$ cat src/hw/rtl/iopfc_pkg.sv
`timescale 1ns / 1ps

package iopfc_pkg;

   // Command codes carried by an input word
   typedef enum logic [1:0] {
      CMD_TICK    = 2'd0,
      CMD_TRIGGER = 2'd1,
      CMD_REFRESH = 2'd2,
      CMD_MANUAL  = 2'd3
   } cmd_type;

   // Output pin function codes; 5 to 7 are unused: a refresh leaves such a pin as it is
   localparam logic [2:0] FN_NONE      = 3'd0;
   localparam logic [2:0] FN_FAULT     = 3'd1;
   localparam logic [2:0] FN_ON_COUPLE = 3'd2;
   localparam logic [2:0] FN_TRIGGER   = 3'd3;
   localparam logic [2:0] FN_MANUAL    = 3'd4;

   // Input pin function codes
   localparam logic IN_FN_NONE    = 1'b0;
   localparam logic IN_FN_INHIBIT = 1'b1;

   // Configuration register indexes
   localparam int unsigned CSR_INDEX_W = 3;
   localparam logic [CSR_INDEX_W-1:0] REG_IN_FUNCTION   = 3'd0;
   localparam logic [CSR_INDEX_W-1:0] REG_IN_POLARITY   = 3'd1;
   localparam logic [CSR_INDEX_W-1:0] REG_OUT1_FUNCTION = 3'd2;
   localparam logic [CSR_INDEX_W-1:0] REG_OUT1_POLARITY = 3'd3;
   localparam logic [CSR_INDEX_W-1:0] REG_OUT2_FUNCTION = 3'd4;
   localparam logic [CSR_INDEX_W-1:0] REG_OUT2_POLARITY = 3'd5;
   localparam logic [CSR_INDEX_W-1:0] REG_PULSE_WIDTH   = 3'd6;

   localparam int unsigned CSR_DATA_W = 31;
   localparam logic [CSR_DATA_W-1:0] PULSE_WIDTH_RESET = 31'd5000;

   // Stored status codes: 0/1 known, 2 unknown
   localparam logic [1:0] STATUS_UNKNOWN = 2'd2;

endpackage

$ cat src/hw/rtl/io_pin_function_controller_top.sv
`timescale 1ns / 1ps

// A word accepted on req_ passes the input register, then the result register, and is
// presented on rsp_; it waits in the input register while the result is stalled.
// Throughput: one word per cycle unless rsp_ready stalls; the tick path is one 32-bit
// subtract and compare. Reset (synchronous, active high) empties both stages,
// restores register defaults and sets the stored fault and enable status to unknown.
module io_pin_function_controller_top
   import iopfc_pkg::*;
(
   input  logic                   clock,
   input  logic                   reset,
   // input word channel
   input  logic                   req_valid,
   output logic                   req_ready,
   input  logic [1:0]             req_cmd,
   input  logic [31:0]            req_now_us,
   input  logic                   req_ext_trig_level,
   input  logic                   req_any_fault,
   input  logic                   req_any_output_enabled,
   input  logic                   req_pin_select,
   input  logic                   req_pin_value,
   // result word channel
   output logic                   rsp_valid,
   input  logic                   rsp_ready,
   output logic                   rsp_dout1_level,
   output logic                   rsp_dout2_level,
   output logic                   rsp_inhibit_active,
   output logic                   rsp_inhibit_changed,
   output logic                   rsp_manual_state1,
   output logic                   rsp_manual_state2,
   // configuration write channel
   input  logic                   csr_valid,
   output logic                   csr_ready,
   input  logic [CSR_INDEX_W-1:0] csr_index,
   input  logic [CSR_DATA_W-1:0]  csr_data
);

   // configuration registers
   logic                  in_function_ff;
   logic                  in_polarity_ff;
   logic [2:0]            out_fn_ff [2];
   logic                  out_pol_ff [2];
   logic [CSR_DATA_W-1:0] pulse_width_ff;

   // pin state
   logic [1:0]  last_fault_ff, last_fault_in;
   logic [1:0]  last_enabled_ff, last_enabled_in;
   logic        pulse_active_ff, pulse_active_in;
   logic [31:0] pulse_start_ff, pulse_start_in;
   logic        inhibit_state_ff, inhibit_state_in;
   logic        pin_levels_ff [2];
   logic        pin_levels_in [2];
   logic        manual_ff [2];
   logic        manual_in [2];
   logic        changed_in;

   // input stage
   logic        s1_valid_ff;
   cmd_type     s1_cmd_ff;
   logic [31:0] s1_now_ff;
   logic        s1_ext_ff;
   logic        s1_fault_ff;
   logic        s1_enabled_ff;
   logic        s1_sel_ff;
   logic        s1_val_ff;

   // result stage
   logic rsp_valid_ff;
   logic rsp_dout1_ff;
   logic rsp_dout2_ff;
   logic rsp_inhibit_ff;
   logic rsp_changed_ff;
   logic rsp_manual1_ff;
   logic rsp_manual2_ff;

   logic        s1_fire;
   logic        req_fire;
   logic        inh;
   logic [31:0] elapsed;
   logic        expired;
   logic        need_f;
   logic        need_e;
   logic        ch_f;
   logic        ch_e;

   // handshake: result register frees when empty or taken
   assign s1_fire   = s1_valid_ff && (!rsp_valid_ff || rsp_ready);
   assign req_ready = !s1_valid_ff || s1_fire;
   assign req_fire  = req_valid && req_ready;
   assign csr_ready = 1'b1;

   // configuration writes
   always_ff @(posedge clock) begin
      if (reset) begin
         in_function_ff <= IN_FN_NONE;
         in_polarity_ff <= 1'b0;
         out_fn_ff[0]   <= FN_NONE;
         out_fn_ff[1]   <= FN_NONE;
         out_pol_ff[0]  <= 1'b0;
         out_pol_ff[1]  <= 1'b0;
         pulse_width_ff <= PULSE_WIDTH_RESET;
      end else if (csr_valid && csr_ready) begin
         case (csr_index)
            REG_IN_FUNCTION:   in_function_ff <= csr_data[0];
            REG_IN_POLARITY:   in_polarity_ff <= csr_data[0];
            REG_OUT1_FUNCTION: out_fn_ff[0]   <= csr_data[2:0];
            REG_OUT1_POLARITY: out_pol_ff[0]  <= csr_data[0];
            REG_OUT2_FUNCTION: out_fn_ff[1]   <= csr_data[2:0];
            REG_OUT2_POLARITY: out_pol_ff[1]  <= csr_data[0];
            REG_PULSE_WIDTH:   pulse_width_ff <= csr_data;
            default: ;
         endcase
      end
   end

   // input register
   always_ff @(posedge clock) begin
      if (reset) begin
         s1_valid_ff <= 1'b0;
      end else if (req_ready) begin
         s1_valid_ff <= req_valid;
      end
   end

   always_ff @(posedge clock) begin
      if (req_fire) begin
         s1_cmd_ff     <= cmd_type'(req_cmd);
         s1_now_ff     <= req_now_us;
         s1_ext_ff     <= req_ext_trig_level;
         s1_fault_ff   <= req_any_fault;
         s1_enabled_ff <= req_any_output_enabled;
         s1_sel_ff     <= req_pin_select;
         s1_val_ff     <= req_pin_value;
      end
   end

   // pulse timeout: signed elapsed time must be non-negative and past the width
   assign elapsed = s1_now_ff - pulse_start_ff;
   assign expired = pulse_active_ff && !elapsed[31] && (elapsed[30:0] > pulse_width_ff);

   assign inh    = (in_function_ff == IN_FN_INHIBIT) ? (s1_ext_ff ^ in_polarity_ff) : 1'b0;
   assign need_f = (out_fn_ff[0] == FN_FAULT) || (out_fn_ff[1] == FN_FAULT);
   assign need_e = (out_fn_ff[0] == FN_ON_COUPLE) || (out_fn_ff[1] == FN_ON_COUPLE);
   assign ch_f   = need_f && (last_fault_ff != {1'b0, s1_fault_ff});
   assign ch_e   = need_e && (last_enabled_ff != {1'b0, s1_enabled_ff});

   // next pin state for the word in the input register
   always_comb begin
      last_fault_in    = last_fault_ff;
      last_enabled_in  = last_enabled_ff;
      pulse_active_in  = pulse_active_ff;
      pulse_start_in   = pulse_start_ff;
      inhibit_state_in = inhibit_state_ff;
      pin_levels_in    = pin_levels_ff;
      manual_in        = manual_ff;
      changed_in       = 1'b0;
      case (s1_cmd_ff)
         CMD_TICK: begin
            inhibit_state_in = inh;
            changed_in       = (inh != inhibit_state_ff);
            if (expired) begin
               pulse_active_in = 1'b0;
               for (int k = 0; k < 2; k++) begin
                  if (out_fn_ff[k] == FN_TRIGGER) begin
                     pin_levels_in[k] = out_pol_ff[k];
                  end
               end
            end
            if (ch_f) begin
               last_fault_in = {1'b0, s1_fault_ff};
            end
            if (ch_e) begin
               last_enabled_in = {1'b0, s1_enabled_ff};
            end
            for (int k = 0; k < 2; k++) begin
               if (out_fn_ff[k] == FN_FAULT && ch_f) begin
                  pin_levels_in[k] = s1_fault_ff ^ out_pol_ff[k];
               end else if (out_fn_ff[k] == FN_ON_COUPLE && ch_e) begin
                  pin_levels_in[k] = s1_enabled_ff ^ out_pol_ff[k];
               end
            end
         end
         CMD_TRIGGER: begin
            for (int k = 0; k < 2; k++) begin
               if (out_fn_ff[k] == FN_TRIGGER) begin
                  pin_levels_in[k] = ~out_pol_ff[k];
                  pulse_active_in  = 1'b1;
                  pulse_start_in   = s1_now_ff;
               end
            end
         end
         CMD_REFRESH: begin
            // unknown status counts as asserted
            for (int k = 0; k < 2; k++) begin
               if (out_fn_ff[k] == FN_NONE) begin
                  pin_levels_in[k] = 1'b0;
               end else if (out_fn_ff[k] == FN_FAULT) begin
                  pin_levels_in[k] = (|last_fault_ff) ^ out_pol_ff[k];
               end else if (out_fn_ff[k] == FN_ON_COUPLE) begin
                  pin_levels_in[k] = (|last_enabled_ff) ^ out_pol_ff[k];
               end
            end
         end
         CMD_MANUAL: begin
            manual_in[s1_sel_ff]     = s1_val_ff;
            pin_levels_in[s1_sel_ff] = s1_val_ff ^ out_pol_ff[s1_sel_ff];
         end
         default: ;
      endcase
   end

   // state commit, in word order
   always_ff @(posedge clock) begin
      if (reset) begin
         last_fault_ff    <= STATUS_UNKNOWN;
         last_enabled_ff  <= STATUS_UNKNOWN;
         pulse_active_ff  <= 1'b0;
         pulse_start_ff   <= '0;
         inhibit_state_ff <= 1'b0;
         pin_levels_ff[0] <= 1'b0;
         pin_levels_ff[1] <= 1'b0;
         manual_ff[0]     <= 1'b0;
         manual_ff[1]     <= 1'b0;
      end else if (s1_fire) begin
         last_fault_ff    <= last_fault_in;
         last_enabled_ff  <= last_enabled_in;
         pulse_active_ff  <= pulse_active_in;
         pulse_start_ff   <= pulse_start_in;
         inhibit_state_ff <= inhibit_state_in;
         pin_levels_ff    <= pin_levels_in;
         manual_ff        <= manual_in;
      end
   end

   // result register
   always_ff @(posedge clock) begin
      if (reset) begin
         rsp_valid_ff <= 1'b0;
      end else if (s1_fire) begin
         rsp_valid_ff <= 1'b1;
      end else if (rsp_ready) begin
         rsp_valid_ff <= 1'b0;
      end
   end

   always_ff @(posedge clock) begin
      if (s1_fire) begin
         rsp_dout1_ff   <= pin_levels_in[0];
         rsp_dout2_ff   <= pin_levels_in[1];
         rsp_inhibit_ff <= inhibit_state_in;
         rsp_changed_ff <= changed_in;
         rsp_manual1_ff <= manual_in[0];
         rsp_manual2_ff <= manual_in[1];
      end
   end

   assign rsp_valid           = rsp_valid_ff;
   assign rsp_dout1_level     = rsp_dout1_ff;
   assign rsp_dout2_level     = rsp_dout2_ff;
   assign rsp_inhibit_active  = rsp_inhibit_ff;
   assign rsp_inhibit_changed = rsp_changed_ff;
   assign rsp_manual_state1   = rsp_manual1_ff;
   assign rsp_manual_state2   = rsp_manual2_ff;

`ifndef SYNTHESIS
   // only a tick can report an inhibit change
   a_changed_only_tick: assert property (@(posedge clock) disable iff (reset)
      s1_fire && s1_cmd_ff != CMD_TICK |=> !rsp_changed_ff)
      else $error("inhibit change reported on a non-tick word");

   // a stalled result blocks the input stage once it is full
   a_stall_backpressure: assert property (@(posedge clock) disable iff (reset)
      s1_valid_ff && rsp_valid_ff && !rsp_ready |-> !req_ready)
      else $error("input accepted while both stages are blocked");

   // stored status never takes the unused code
   a_status_code: assert property (@(posedge clock) disable iff (reset)
      last_fault_ff != 2'd3 && last_enabled_ff != 2'd3)
      else $error("stored status holds an illegal code");

   // a pulse starts only from a trigger word
   a_pulse_start: assert property (@(posedge clock) disable iff (reset)
      $rose(pulse_active_ff) |-> $past(s1_fire && s1_cmd_ff == CMD_TRIGGER))
      else $error("pulse started without a trigger");

   // without the inhibit function a tick leaves inhibit inactive
   a_inhibit_off: assert property (@(posedge clock) disable iff (reset)
      s1_fire && s1_cmd_ff == CMD_TICK && in_function_ff == IN_FN_NONE
      |=> !inhibit_state_ff)
      else $error("inhibit active with no inhibit function");
`endif

endmodule
$ cat config.mk
export PLATFORM = sky130hd
export DESIGN_NAME = io_pin_function_controller_top
export DESIGN_NICKNAME = d
export VERILOG_FILES = /design/src/hw/rtl/iopfc_pkg.sv /design/src/hw/rtl/io_pin_function_controller_top.sv
export SDC_FILE = /design/constraint.sdc
export NUM_CORES = 1
export LEC_CHECK = 0
export BUFFER_PORTS_ARGS = -buffer_cell sky130_fd_sc_hd__buf_2
export CAP_MARGIN = 5
export CORE_ASPECT_RATIO = 1.5
export CORE_MARGIN = 5
export CORE_UTILIZATION = 45
export DETAILED_ROUTE_END_ITERATION = 12
export PLACE_DENSITY_LB_ADDON = 0.08
export SLEW_MARGIN = 20
export SYNTH_ARGS = -nofsm -noshare
export SYNTH_HDL_FRONTEND = slang
export SYNTH_SLANG_ARGS = --single-unit
$ cat constraint.sdc
create_clock -name clock -period 5.2 [get_ports clock]
set_clock_uncertainty 0.2 [all_clocks]
set_input_delay 1.04 -clock clock [delete_from_list [all_inputs] [get_ports clock]]
set_output_delay 1.04 -clock clock [all_outputs]
set_load 0.01 [all_outputs]
==> metrics.md <==
| Metric | Value |
|---|---|
| Mapped Cells | `between 800 and 900` |
| Synthesized flop and latch total | `131` |
| Antenna violations before repair | `0` |
| Sw Pwr | `just under 0.0007 W` |
| DRC viols | `0` |
| Ports | `87` |
| Max cap viols | `0` |
| Finish-stage setup viols | `0` |
| DRT Pass-1 Iters | `4` |
| Global-route wire length before repair | `between 20000 and 30000 um` |
| CTS Root Cell | `clkbuf_16` |
| R2r setup slk | `roughly 270 ps` |
| CTS Sinks | `about 130` |
| Fill count | `1537` |
| Run status | `complete, no violations` |
| Post-route setup TNS | `0 ps` |
| Async SR Flop Fraction | `0%` |
| Post-synth cell types | `69` |
| Fmax achieved | `203 MHz` |
| Port Buffers | `85` |
| Worst Path Required | `about 5200 ps` |
| Vias in the first global route | `6070` |
| Slew Limit Fails | `0` |
| DR WL/cell | `approximately 16 um` |
| Antenna violation net count after detailed routing | `0` |
| Critical path type | `flip-flop to flip-flop` |
| Syn_nets | `between 900 and 1000` |
| HP Class | `flip-flop to flip-flop` |
| Global route overflow | `0` |
| Startpoint type of the worst setup path | `flip-flop` |
| Antenna diodes | `0` |
| Final Hold Viols | `0` |
| Minimum clock period | `4930 ps` |
| Internal | `just over 0.002 W` |
| Vias | `between 6000 and 7000` |
| Final nets | `around 1100` |
| Ys flop type | `dfxtp_1` |
| Final WL | `roughly 18000 um` |
| Post-synth EDFFs | `53` |
| CTS Buf Count | `17` |
| Clk pwr share | `between 40% and 50%` |
| Synthesis warning total | `0` |
| Avg Inst Size Synth | `~8.7 sq um` |
| Die footprint | `19100 sq um` |
| Die H | `roughly 170 um` |
| CP Max Fanout | `4` |
| Max VDD drop | `approximately 0.21 mV` |
| Worst skew pair latency | `about 420 ps` |
| Share of layout cells above drive strength 1 | `roughly 17%` |
| FP Rows | `57` |
| RD Place Congestion | `about 0.86` |
| Total track usage | `19.3%` |
| HPWL after detailed placement | `approximately 13000 um` |
| Mapped Area | `7380 sq um` |
| Reg power frac | `a little over two fifths` |
| Hold path endpoint | `pulse_start_ff[15]` |
| RR Endpoint | `rsp_dout2_level` |
| Actual slew at the worst max-slew pin | `1090 ps` |
| Area Growth Syn to Fin | `18.1%` |
| Pwr per Cell Area | `about 310 nW/um^2` |
| Crit. End Element | `flip-flop` |
| WP data arrival | `4910 ps` |
| Unrepaired setup endpoints after global routing | `false` |
| Final Cell Area | `just under 9000 sq um` |
| Core area | `between 15000 and 20000 sq um` |
| Largest net degree at the start of global routing | `57` |
| Leak pwr | `~3.4 nW` |
| Initial drt markers | `about 270` |
| Reg2Reg Depth | `21` |
| Placed inst area | `between 7000 and 8000 sq um` |
| Slew HR | `a little over a quarter` |
| Reg-to-reg critical path startpoint | `s1_now_ff[0]` |
| Net Sw Frac | `between 20% and 30%` |
| Max clock buf depth | `2` |
| H-Tree Depth | `4` |
| Final worst-path cycle share | `between 90% and 100%` |
| Clock transition at the registers of the reported paths | `around 60 ps` |
| Seq/Total Area, Yosys | `between 40% and 50%` |
| Starting Density | `45.6%` |
| Hold depth | `2` |
| Combinational power share | `a little over an eighth` |
| Hold Path Origin | `pulse_start_ff[15]` |
| Vias per std cell | `5.23` |
| Die width | `115 um` |
| CTS tree | `yes` |
==> registers in the layout (all words and copies together) (netlist names), 2 cells and up, named ones only <==
signal           cells
pin_levels_ff        2
pulse_width_ff      31
last_enabled_ff      2
last_fault_ff        2
out_pol_ff           2
pulse_start_ff      32
s1_now_ff           32
out_fn_ff            6
manual_ff            2
s1_cmd_ff            2
==> worst max-delay path: stages, from the launching register on <==
cell,delay [ps]
edfxtp_1,380
inv_1,70
ha_2,190
fa_2,210
nor2b_2,50
o31a_1,350
o31ai_4,280
a21oi_2,120
o21ai_2,240
a31oi_4,140
buf_4,170
a221oi_2,230
xnor2_1,110
ha_1,310
nand4_1,200
nor3_1,220
nand2_1,70
o211ai_1,110
a21oi_2,90
or3_4,380
or3_4,370
and3_1,180
==> final cells by class <==
type	instances	area [sq um]	area share (%)
Clock buffer	19	453	5.20
Clock inverter	13	158	1.81
Inverter	73	274	3.14
Multi-Input combinational cell	614	3930	45.0
Sequential cell	131	3150	36.2
Tap cell	206	258	2.96
Timing Repair Buffer	94	495	5.68
==> Yosys cell counts (2+ instances only) <==
cell type	number	area [sq um]
o21ai_0	24	120
mux2_2	2	22.5
dfxtp_1	78	1560
o211ai_1	2	15.0
buf_4	3	22.5
ha_1	62	776
mux2i_1	7	70.1
inv_1	73	274
a221oi_1	3	26.3
o21a_1	5	37.5
nand2_1	165	619
nand3b_1	8	60.1
nand4_1	7	43.8
and3_4	2	22.5
nor2_1	41	154
clkbuf_1	25	93.8
o31ai_1	2	15.0
nand3_1	12	60.1
or3_1	2	12.5
o21ai_1	5	25.0
nor3_1	10	50.1
nand4b_1	2	17.5
o21ai_2	2	17.5
edfxtp_1	53	1590
xnor2_1	22	193
o311ai_0	2	17.5
and3_2	2	15.0
a21o_1	15	113
nor4_1	3	18.8
a21oi_1	112	561
or2_2	3	18.8
and4_1	2	17.5
a211oi_1	5	37.5
nor2b_1	8	50.1
xor2_1	15	131
a31oi_1	6	37.5
nand2b_1	12	75.1
o21bai_1	7	52.6
and3_1	8	50.1
==> power by group through the flow <==
stage	Clock, W	Combinational [W]	Sequential [W]
after detailed placement	0	0.000347	0.00116
after global placement	0	0.000341	0.00116
after floorplan	0	0.000250	0.00115
after global routing	0.00132	0.000406	0.00114
final	0.00124	0.000358	0.00114
after CTS	0.00127	0.000349	0.00114
==> cells by family (layout without fill, tap and decap cells) <==
| group | after synthesis | in the layout | share of synthesized area [%] |
|---|---|---|---|
| XOR/XNOR | 37 | 37 | 4.39 |
| multiplexers | 10 | 10 | 1.41 |
| buffers and inverters | 102 | 199 | 5.44 |
| AO/OA/AOI/OAI | 205 | 205 | 16.6 |
| AND/OR/NAND/NOR | 298 | 298 | 18.6 |
| flip-flops | 131 | 131 | 42.7 |
| adder cells (fa/ha/maj) | 63 | 63 | 10.8 |
| other | 1 | 1 | 0.0508 |
==> what timing repair did <==
item	4_1_cts	5_1_grt
hold buffers	0	0
gates resized for setup	0	17
setup buffers	0	3
setup endpoints to repair	0	4
==> through the flow <==
stage               setup WS (ps)  total power, W  util [%]  hold WS (ps)  cells
floorplan                     655         0.00140         -           236    847
global placement              133         0.00150      49.3           241   1115
detailed placement           22.1         0.00151      49.3           247   1115
CTS                          3.45         0.00276      53.1           255   1147
global route                 38.3         0.00287      53.9           275   1150
finish                        268         0.00274      53.9           253   1150
==> cell usage in the layout, fill, tap and decap left out, drive strengths merged, types with 10 or more instances in the layout <==
cell type,instances
nand3,12
edfxtp,53
o21ai,31
nor2,41
nor3,10
xnor2,22
buf,94
a21oi,113
and3,12
dfxtp,78
ha,62
nand2,166
xor2,15
inv,74
a21o,15
nand2b,12
clkbuf,19
==> how the worst max path moves through the flow <==
stage / start / end / slack (ps) / cells past startpoint
floorplan: s1_now_ff[0] / rsp_dout2_level / 660 / 19
global placement: s1_now_ff[0] / rsp_dout2_level / 130 / 19
detailed placement: s1_now_ff[0] / rsp_dout2_level / 20 / 19
CTS: s1_now_ff[0] / rsp_dout2_level / 3 / 19
global route: s1_now_ff[0] / rsp_dout1_level / 40 / 21
finish: s1_now_ff[0] / rsp_dout2_level / 270 / 21
==> layer usage <==
| metal | wire length (um) | track usage (%) | up-vias |
|---|---|---|---|
| met2 | 9540 | 35.2 | 105 |
| met5 | 0 | 0 | - |
| met3 | 568 | 3.56 | 15 |
| met4 | 236 | 6.36 | 0 |
| li1 | - | - | 3097 |
| met1 | 7660 | 22.4 | 2797 |
(Power assumes the default switching activity.)
